===== config.mk =====
export PLATFORM = sky130hd
export DESIGN_NAME = cup_fill_brew_sequencer_flat
export DESIGN_NICKNAME = d
export VERILOG_FILES = /design/src/rtl/cfbs_pkg.sv /design/src/rtl/cfbs_in_if.sv /design/src/rtl/cfbs_out_if.sv /design/src/rtl/cfbs_core.sv /design/src/rtl/cup_fill_brew_sequencer.sv /design/src/flat_wrapper.sv
export VERILOG_INCLUDE_DIRS = /design/src /design/src/rtl
export SDC_FILE = /design/constraint.sdc
export NUM_CORES = 1
export LEC_CHECK = 0
export BUFFER_PORTS_ARGS = -buffer_cell sky130_fd_sc_hd__buf_2
export CAP_MARGIN = 25
export CORE_MARGIN = 1.5
export CORE_UTILIZATION = 56
export CTS_BUF_LIST = sky130_fd_sc_hd__clkbuf_4
export DETAILED_ROUTE_END_ITERATION = 16
export GPL_ROUTABILITY_DRIVEN = 0
export PLACE_DENSITY = 0.81
export SLEW_MARGIN = 20
export SYNTH_ARGS = -nofsm -noshare
export SYNTH_HDL_FRONTEND = slang
export SYNTH_SLANG_ARGS = --single-unit

===== constraint.sdc =====
create_clock -name clk -period 4.7 [get_ports clk]
set_input_delay 0.47 -clock clk [delete_from_list [all_inputs] [get_ports clk]]
set_output_delay 0.47 -clock clk [all_outputs]
set_load 0.03 [all_outputs]

===== src/rtl/cup_fill_brew_sequencer_assert.svh =====
// ----------------------------------------------------------------------------
// cup fill brew sequencer assertion macros
// shared property wrappers, clocked on the rising edge, quiet during reset
// ----------------------------------------------------------------------------
`ifndef CUP_FILL_BREW_SEQUENCER_ASSERT_SVH
`define CUP_FILL_BREW_SEQUENCER_ASSERT_SVH

// consequent must hold in the same cycle as the antecedent
`define CFBS_ASSERT_NOW(label, clk, rst_n, ante, cons, msg) \
	label: assert property (@(posedge clk) disable iff (!rst_n) (ante) |-> (cons)) \
		else $error(msg);

// consequent must hold in the cycle after the antecedent
`define CFBS_ASSERT_NEXT(label, clk, rst_n, ante, cons, msg) \
	label: assert property (@(posedge clk) disable iff (!rst_n) (ante) |=> (cons)) \
		else $error(msg);

`endif


===== src/rtl/cfbs_pkg.sv =====
// ----------------------------------------------------------------------------
// cfbs_pkg
// shared types and constants of the cup fill brew sequencer
// ----------------------------------------------------------------------------
package cfbs_pkg;

	// mode codes
	localparam logic [1:0] MODE_EMPTY   = 2'd0;
	localparam logic [1:0] MODE_BREWING = 2'd1;
	localparam logic [1:0] MODE_READY   = 2'd2;

	// register indexes (byte address 4*index)
	localparam logic [1:0] REG_BREW_TIME     = 2'd0;
	localparam logic [1:0] REG_FILL_CONFIRM  = 2'd1;
	localparam logic [1:0] REG_EMPTY_CONFIRM = 2'd2;

	localparam int unsigned ADDR_W = 4;
	localparam int unsigned TIME_W = 32;
	localparam int unsigned SPAN_W = 24;

	// register reset values in milliseconds
	localparam logic [SPAN_W-1:0] BREW_TIME_RST     = 24'd20000;
	localparam logic [SPAN_W-1:0] FILL_CONFIRM_RST  = 24'd1500;
	localparam logic [SPAN_W-1:0] EMPTY_CONFIRM_RST = 24'd3000;

	typedef struct packed {
		logic [SPAN_W-1:0] brew_span;
		logic [SPAN_W-1:0] fill_span;
		logic [SPAN_W-1:0] empty_span;
	} cfg_t;

	typedef struct packed {
		logic       blue_led;
		logic       green_led;
		logic       teabag_down;
		logic       ready_pulse;
		logic [1:0] cup_state;
	} result_t;

endpackage


===== src/rtl/cfbs_in_if.sv =====
// ----------------------------------------------------------------------------
// cfbs_in_if
// sample channel: fill switch level and millisecond timestamp
// ----------------------------------------------------------------------------
interface cfbs_in_if;
	logic        valid;
	logic        ready;
	logic        switch_active;
	logic [31:0] now_ms;

	modport source (output valid, output switch_active, output now_ms, input ready);
	modport sink (input valid, input switch_active, input now_ms, output ready);
endinterface


===== src/rtl/cfbs_out_if.sv =====
// ----------------------------------------------------------------------------
// cfbs_out_if
// result channel: led drives, teabag position, ready pulse and state
// ----------------------------------------------------------------------------
interface cfbs_out_if;
	logic       valid;
	logic       ready;
	logic       blue_led;
	logic       green_led;
	logic       teabag_down;
	logic       ready_pulse;
	logic [1:0] cup_state;

	modport source (output valid, output blue_led, output green_led, output teabag_down,
		output ready_pulse, output cup_state, input ready);
	modport sink (input valid, input blue_led, input green_led, input teabag_down,
		input ready_pulse, input cup_state, output ready);
endinterface


===== src/rtl/cfbs_core.sv =====
// ----------------------------------------------------------------------------
// cfbs_core
// cup state and stability timer, updated once per stepped sample
// ----------------------------------------------------------------------------
`include "cup_fill_brew_sequencer_assert.svh"

module cfbs_core (
	input  logic              clk,
	input  logic              arst_n,
	input  logic              step,
	input  logic              switch_active,
	input  logic [31:0]       now_ms,
	input  cfbs_pkg::cfg_t    cfg,
	output cfbs_pkg::result_t result
);
	import cfbs_pkg::*;

	logic [1:0]        mode_q;
	logic [TIME_W-1:0] entered_q;
	logic              hold_run_q;
	logic [TIME_W-1:0] hold_start_q;

	logic [1:0]        mode_d;
	logic [TIME_W-1:0] entered_d;
	logic              hold_run_d;
	logic [TIME_W-1:0] hold_start_d;
	logic              pulse;

	logic [TIME_W-1:0] since_entry;
	logic [TIME_W-1:0] since_hold;
	logic [SPAN_W-1:0] confirm_span;
	logic              brew_done;
	logic              cond;
	logic              confirmed;

	// wraparound elapsed times and threshold compares
	assign since_entry  = now_ms - entered_q;
	assign since_hold   = now_ms - hold_start_q;
	assign brew_done    = since_entry >= {{(TIME_W-SPAN_W){1'b0}}, cfg.brew_span};
	assign cond         = (mode_q == MODE_READY) ? !switch_active : switch_active;
	assign confirm_span = (mode_q == MODE_READY) ? cfg.empty_span : cfg.fill_span;
	assign confirmed    = since_hold >= {{(TIME_W-SPAN_W){1'b0}}, confirm_span};

	// next state
	always_comb begin
		mode_d       = mode_q;
		entered_d    = entered_q;
		hold_run_d   = hold_run_q;
		hold_start_d = hold_start_q;
		pulse        = 1'b0;
		if (mode_q == MODE_BREWING) begin
			if (brew_done) begin
				mode_d       = MODE_READY;
				entered_d    = now_ms;
				hold_run_d   = 1'b0;
				hold_start_d = '0;
				pulse        = 1'b1;
			end
		end else if (!cond) begin
			hold_run_d   = 1'b0;
			hold_start_d = '0;
		end else if (!hold_run_q) begin
			hold_run_d   = 1'b1;
			hold_start_d = now_ms;
		end else if (confirmed) begin
			// ready drains to empty, empty (or the unused code) fills to brewing
			mode_d       = (mode_q == MODE_READY) ? MODE_EMPTY : MODE_BREWING;
			entered_d    = now_ms;
			hold_run_d   = 1'b0;
			hold_start_d = '0;
		end
	end

	// result seen after the update
	always_comb begin
		result.blue_led    = (mode_d == MODE_BREWING);
		result.green_led   = (mode_d == MODE_READY);
		result.teabag_down = (mode_d != MODE_READY);
		result.ready_pulse = pulse;
		result.cup_state   = mode_d;
	end

	// state registers
	always_ff @(posedge clk or negedge arst_n) begin
		if (!arst_n) begin
			mode_q       <= MODE_EMPTY;
			entered_q    <= '0;
			hold_run_q   <= 1'b0;
			hold_start_q <= '0;
		end else if (step) begin
			mode_q       <= mode_d;
			entered_q    <= entered_d;
			hold_run_q   <= hold_run_d;
			hold_start_q <= hold_start_d;
		end
	end

	`CFBS_ASSERT_NEXT(a_change_clears_hold, clk, arst_n, step && (mode_d != mode_q),
		!hold_run_q && (hold_start_q == '0), "state change left stability timer running")
	`CFBS_ASSERT_NEXT(a_brew_holds, clk, arst_n, step && (mode_q == MODE_BREWING) && !brew_done,
		mode_q == MODE_BREWING, "left brewing before brew time elapsed")
	`CFBS_ASSERT_NEXT(a_brew_no_hold, clk, arst_n, step && (mode_d == MODE_BREWING),
		!hold_run_q, "stability timer running while brewing")

endmodule


===== src/rtl/cup_fill_brew_sequencer.sv =====
// ----------------------------------------------------------------------------
// cup_fill_brew_sequencer
// fill switch sampler driving the empty / brewing / ready cup sequence
// ----------------------------------------------------------------------------
// Usage:
//   in_ch carries one fill switch sample with its millisecond timestamp per
//   beat; out_ch returns exactly one result beat per sample, in order.
//   From input beat to result valid, the sample is registered, the state
//   update and result are computed in one short pass (32-bit subtracts and
//   compares against the stored times), and the result is registered. A new
//   sample is taken every cycle while the receiver does not stall.
//   When the receiver stalls, the result register holds its beat and the
//   input register keeps one more sample; in_ch.ready drops only when both
//   are full, so nothing is lost or repeated.
//   Reset puts the cup in the empty state with the stability timer idle and
//   loads the timing registers with 20000, 1500 and 3000 ms.
//   The APB port holds the three 24-bit timing registers at byte addresses
//   0, 4 and 8; write them only while no sample is in flight.
// ----------------------------------------------------------------------------
`include "cup_fill_brew_sequencer_assert.svh"

module cup_fill_brew_sequencer (
	input  logic                        clk,
	input  logic                        arst_n,
	cfbs_in_if.sink                     in_ch,
	cfbs_out_if.source                  out_ch,
	input  logic                        psel,
	input  logic                        penable,
	input  logic                        pwrite,
	input  logic [cfbs_pkg::ADDR_W-1:0] paddr,
	input  logic [31:0]                 pwdata,
	output logic [31:0]                 prdata,
	output logic                        pready
);
	import cfbs_pkg::*;

	logic [SPAN_W-1:0] brew_q;
	logic [SPAN_W-1:0] fill_q;
	logic [SPAN_W-1:0] empty_q;
	logic [1:0]        reg_idx;
	logic              wr_en;
	cfg_t              cfg;

	logic              v_s1;
	logic              sw_s1;
	logic [TIME_W-1:0] now_s1;
	logic              v_s2;
	result_t           res_s2;
	result_t           res_next;
	logic              adv;
	logic              step;

	// configuration port
	assign pready  = 1'b1;
	assign reg_idx = paddr[3:2];
	assign wr_en   = psel && penable && pwrite && pready;

	always_ff @(posedge clk or negedge arst_n) begin
		if (!arst_n) begin
			brew_q  <= BREW_TIME_RST;
			fill_q  <= FILL_CONFIRM_RST;
			empty_q <= EMPTY_CONFIRM_RST;
		end else if (wr_en) begin
			case (reg_idx)
				REG_BREW_TIME:     brew_q  <= pwdata[SPAN_W-1:0];
				REG_FILL_CONFIRM:  fill_q  <= pwdata[SPAN_W-1:0];
				REG_EMPTY_CONFIRM: empty_q <= pwdata[SPAN_W-1:0];
				default: ;
			endcase
		end
	end

	// register readback
	always_comb begin
		case (reg_idx)
			REG_BREW_TIME:     prdata = {{(32-SPAN_W){1'b0}}, brew_q};
			REG_FILL_CONFIRM:  prdata = {{(32-SPAN_W){1'b0}}, fill_q};
			REG_EMPTY_CONFIRM: prdata = {{(32-SPAN_W){1'b0}}, empty_q};
			default:           prdata = '0;
		endcase
	end

	assign cfg.brew_span  = brew_q;
	assign cfg.fill_span  = fill_q;
	assign cfg.empty_span = empty_q;

	// pipeline flow control
	assign adv         = !v_s2 || out_ch.ready;
	assign step        = v_s1 && adv;
	assign in_ch.ready = !v_s1 || adv;

	// input sample register
	always_ff @(posedge clk or negedge arst_n) begin
		if (!arst_n) begin
			v_s1 <= 1'b0;
		end else if (in_ch.ready) begin
			v_s1 <= in_ch.valid;
		end
	end

	always_ff @(posedge clk) begin
		if (in_ch.valid && in_ch.ready) begin
			sw_s1  <= in_ch.switch_active;
			now_s1 <= in_ch.now_ms;
		end
	end

	cfbs_core u_core (
		.clk           (clk),
		.arst_n        (arst_n),
		.step          (step),
		.switch_active (sw_s1),
		.now_ms        (now_s1),
		.cfg           (cfg),
		.result        (res_next)
	);

	// result register
	always_ff @(posedge clk or negedge arst_n) begin
		if (!arst_n) begin
			v_s2 <= 1'b0;
		end else if (adv) begin
			v_s2 <= v_s1;
		end
	end

	always_ff @(posedge clk) begin
		if (step) begin
			res_s2 <= res_next;
		end
	end

	assign out_ch.valid       = v_s2;
	assign out_ch.blue_led    = res_s2.blue_led;
	assign out_ch.green_led   = res_s2.green_led;
	assign out_ch.teabag_down = res_s2.teabag_down;
	assign out_ch.ready_pulse = res_s2.ready_pulse;
	assign out_ch.cup_state   = res_s2.cup_state;

	`CFBS_ASSERT_NEXT(a_s1_kept, clk, arst_n, v_s1 && !adv, v_s1,
		"stalled sample dropped from input register")
	`CFBS_ASSERT_NEXT(a_step_delivers, clk, arst_n, step, v_s2,
		"stepped sample produced no result beat")
	`CFBS_ASSERT_NEXT(a_brew_write, clk, arst_n, wr_en && (reg_idx == REG_BREW_TIME),
		brew_q == $past(pwdata[SPAN_W-1:0]), "brew time register write lost")

endmodule


===== src/flat_wrapper.sv =====
// flat-port wrapper written by rule: the top's interface ports become plain ports
module cup_fill_brew_sequencer_flat import cfbs_pkg::*;
  (clk, arst_n, psel, penable, pwrite, paddr, pwdata, prdata, pready, in_ch_valid, in_ch_switch_active, in_ch_now_ms, in_ch_ready, out_ch_valid, out_ch_blue_led, out_ch_green_led, out_ch_teabag_down, out_ch_ready_pulse, out_ch_cup_state, out_ch_ready);
  cfbs_in_if in_ch_i ();
  cfbs_out_if out_ch_i ();
  input  logic clk;
  input  logic arst_n;
  input  logic psel;
  input  logic penable;
  input  logic pwrite;
  input  logic [cfbs_pkg::ADDR_W-1:0] paddr;
  input  logic [31:0] pwdata;
  output logic [31:0] prdata;
  output logic pready;
  input wire logic [$bits(in_ch_i.valid)-1:0] in_ch_valid;
  input wire logic [$bits(in_ch_i.switch_active)-1:0] in_ch_switch_active;
  input wire logic [$bits(in_ch_i.now_ms)-1:0] in_ch_now_ms;
  output wire logic [$bits(in_ch_i.ready)-1:0] in_ch_ready;
  output wire logic [$bits(out_ch_i.valid)-1:0] out_ch_valid;
  output wire logic [$bits(out_ch_i.blue_led)-1:0] out_ch_blue_led;
  output wire logic [$bits(out_ch_i.green_led)-1:0] out_ch_green_led;
  output wire logic [$bits(out_ch_i.teabag_down)-1:0] out_ch_teabag_down;
  output wire logic [$bits(out_ch_i.ready_pulse)-1:0] out_ch_ready_pulse;
  output wire logic [$bits(out_ch_i.cup_state)-1:0] out_ch_cup_state;
  input wire logic [$bits(out_ch_i.ready)-1:0] out_ch_ready;
  assign in_ch_i.valid = in_ch_valid;
  assign in_ch_i.switch_active = in_ch_switch_active;
  assign in_ch_i.now_ms = in_ch_now_ms;
  assign in_ch_ready = in_ch_i.ready;
  assign out_ch_valid = out_ch_i.valid;
  assign out_ch_blue_led = out_ch_i.blue_led;
  assign out_ch_green_led = out_ch_i.green_led;
  assign out_ch_teabag_down = out_ch_i.teabag_down;
  assign out_ch_ready_pulse = out_ch_i.ready_pulse;
  assign out_ch_cup_state = out_ch_i.cup_state;
  assign out_ch_i.ready = out_ch_ready;
  cup_fill_brew_sequencer u_core (.clk(clk), .arst_n(arst_n), .in_ch(in_ch_i), .out_ch(out_ch_i), .psel(psel), .penable(penable), .pwrite(pwrite), .paddr(paddr), .pwdata(pwdata), .prdata(prdata), .pready(pready));
endmodule

==> results.yml <==
status:
  status: "complete, but fails checks"
  violations: "negative setup slack"
critical_path:
  cp-end-kind: "register"
  path_class: "register to register"
  start_kind: "register"
  arrival_ns: 5.68
  path_max_fanout: 8
  cp.required_ns: 5.20
run:
  drv_cap: 0
clocking:
  clkTransAtPathRegs_ns: 0.16
  clock_path_buffers: 2
  cts_sinks: 180
  clockRootBuffer: "clkbuf_4"
  htreeDepth: 4
  cts_tree: "done"
  clk_latency_ns: 0.63
  numCtsBuffers: 17
route:
  initialDrtViolationCount: 1230
  finalWirelength_mm: 34.4
  drc: 0
  wl_per_cell_microns: 18.7
  drt_first_pass_iters: 7
  num_vias: 11100
  ant_nets: 0
  viasPerCell: 6.02
sta:
  rsz0062_at_grt: "yes"
  finalMaxSlewViolations: 0
  layout_min_cycle_time_ns: 5.17
  maxSlewHeadroom: 0.409
  skew_ns: 0.0339
  timing.hold.ws_ns: 0.0191
  finalWorstSetupSlack_ns: -0.474
  setup_viol: 67
  max_freq_mhz: 193
  tightest_slew_ns: 0.887
  period_share: 1.10
  hold_viol: 0
die:
  die_x_microns: 152
  core-area_sq_mm: 0.0218
  initial_utilization: 0.572
  die_h_microns: 152
  ios: 117
  dieArea_sq_mm: 0.0232
  fp-row-count: 54
final_layout:
  design_area_sq_mm: 0.0155
  final-seq-area_sq_mm: 0.00472
  fin_cells: 1838
  num-fill-cells: 1560
  layout-drive-gt1-share: 0.308
  multiInputGateArea_sq_mm: 0.00741
  fin_nets: 1732
  syn_to_final_growth_pct: 24.1
logic_synthesis:
  synth_edf_count: 39
  seq_area_frac_synth: 0.379
  synth.most_common_cell: "nand2_1"
  ys_types: 80
  synth_seq_cells: 180
  syn_area_sq_mm: 0.0125
  synth_warnings: 0
  synthFlopType: "dfrtp_1"
  syn_inst: 1271
  synth_largest_area_cell: "dfrtp_1"
  synth_area_per_cell_sq_um: 9.81
  synth_top_area_share: 0.245
  synth_area_leaders: "dfrtp_1, ha_1, edfxtp_1"
  synthArstFlopShare: 0.783
  synth_common_cells: "nand2_1, dfrtp_1, ha_1"
hold_path:
  hp-class: "primary input to register"
global_routing:
  grt_pass1_vias: 10500
  antenna_found_initial: 1
  grt_remaining_overflow: 0
  track_usage: 0.278
  grt_max_degree: 92
  grt_pass1_wl_mm: 52.0
placed_design:
  placement.io_buffers: 97
  placed_cells: 1757
  place_area_sq_mm: 0.0144
  dp_hpwl_mm: 24.3
power:
  leakagePower_uw: 0.00717
  p_clk_frac: 0.094
  p_sw_uw: 4430
  p_int_uw: 5530
  pwr-share-comb: 0.666
  switching_share: 0.445
  power_density_mw_per_mm2: 643
  power_frac_seq: 0.241
  vdd_drop_max_mv: 0.256
==> per-layer routing <==
metal,vias up,wire length [microns],global-route usage
li1,5134,-,-
met1,5322,14900,0.393
met2,516,15900,0.440
met3,95,2670,0.0447
met4,0,937,0.0828
met5,-,0,0
==> worst max-delay path, stage by stage (launching register included) <==
cell and delay [ns]:
edfxtp_1 0.45, ha_1 0.34, a21oi_2 0.24, nor2b_1 0.07, a21o_1 0.21, nor2_2 0.16, o31ai_2 0.09, a21o_1 0.19
a21o_1 0.16, a21o_1 0.16, a21oi_2 0.13, xnor2_1 0.15, ha_1 0.29, and4_4 0.16, a221oi_2 0.24, o221ai_2 0.14
a211oi_2 0.26, o31ai_2 0.15, o41ai_4 0.31, buf_6 0.18, a21oi_4 0.04, o31a_4 0.44, clkbuf_16 0.20, mux2_4 0.29
==> flip-flops by register name, summed over array words and instances (netlist names) <==
signal,count
u_core.brew_q,24
u_core.now_s1,32
u_core.fill_q,24
u_core.out_ch.ready_pulse,1
u_core.v_s1,1
u_core.u_core.entered_q,32
u_core.u_core.hold_run_q,1
u_core.out_ch.blue_led,1
u_core.u_core.mode_q,2
u_core.out_ch.valid,1
u_core.u_core.hold_start_q,32
u_core.out_ch.green_led,1
u_core.out_ch.cup_state,2
u_core.empty_q,24
u_core.out_ch.teabag_down,1
u_core.sw_s1,1
==> cells by family (layout without fill, tap and decap cells) <==
| family | after synthesis | in the layout | synth area share |
|---|---|---|---|
| flops | 180 | 180 | 0.379 |
| xor+xnor | 51 | 51 | 0.0358 |
| mux | 132 | 132 | 0.123 |
| simple gates | 290 | 290 | 0.110 |
| buf+inv | 160 | 439 | 0.0540 |
| compound gates | 344 | 344 | 0.184 |
| fa+ha+maj | 112 | 112 | 0.114 |
| other cells | 2 | 10 | 0.000602 |
==> power groups by stage <==
stage / registers, uW / logic [uW] / clock network [uW]
floorplan: 2350 / 4140 / 0
global placement: 2380 / 5770 / 0
detailed placement: 2410 / 6020 / 0
CTS: 2380 / 6170 / 942
global route: 2450 / 7220 / 1010
finish: 2400 / 6630 / 934
==> worst paths after layout <==
path                                              from                            end  slack (ns)  depth (start not counted)
max in group asynchronous                       arst_n               u_core.fill_q[9]        3.05                          3
max reg2reg                           u_core.now_s1[6]    u_core.u_core.entered_q[14]       -0.47                         23
min                                    in_ch_now_ms[0]               u_core.now_s1[0]        0.02                          1
min reg2reg                u_core.u_core.entered_q[20]    u_core.u_core.entered_q[20]        0.52                          1
max                                   u_core.now_s1[6]    u_core.u_core.entered_q[14]       -0.47                         23
min in group asynchronous                       arst_n  u_core.u_core.hold_start_q[9]        0.41                          2
==> through the flow <==
| step | setup slack [ns] | utilization | TNS, ns | total power, uW |
|---|---|---|---|---|
| 2_1_floorplan | -0.153 | - | -4.60 | 6490 |
| 3_3_place_gp | -0.345 | 0.658 | -10.67 | 8150 |
| 3_5_place_dp | -0.452 | 0.660 | -16.09 | 8430 |
| 4_1_cts | -0.260 | 0.680 | -7.14 | 9490 |
| 5_1_grt | -0.673 | 0.710 | -29.72 | 10700 |
| 6_report | -0.474 | 0.710 | -15.50 | 9960 |
==> layout by cell type (no fill, tap or decap), types with 25 or more instances in the layout <==
| master | netlist | layout |
|---|---|---|
| buf_4 | 9 | 163 |
| nand2_1 | 124 | 123 |
| dfrtp_1 | 122 | 122 |
| ha_1 | 110 | 105 |
| inv_1 | 104 | 103 |
| buf_2 | 7 | 96 |
| o21ai_0 | 93 | 89 |
| a21oi_1 | 91 | 80 |
| mux2_2 | 51 | 51 |
| mux2i_1 | 48 | 48 |
| nor2_1 | 47 | 43 |
| edfxtp_1 | 39 | 39 |
| a22o_1 | 34 | 34 |
| mux2_4 | 30 | 31 |
| xnor2_1 | 30 | 30 |
| nand4_1 | 25 | 25 |
==> area by class of cell <==
cell class                 count  area share
inverter                     104      0.0252
clock buffer                  18     0.00873
timing repair buffer         303       0.151
sequential                   180       0.305
multi-input combinational    938       0.478
clock inverter                14     0.00953
tap                          280      0.0226
antenna                        1    0.000162
==> timing repair <==
item	in CTS	in global routing
gates resized for setup	15	41
setup buffers	4	12
pin swaps	3	20
hold endpoints to repair	82	22
hold buffers	2	22
gates cloned	2	6
endpoints found under the setup margin	68	72
(Power assumes the default switching activity.)
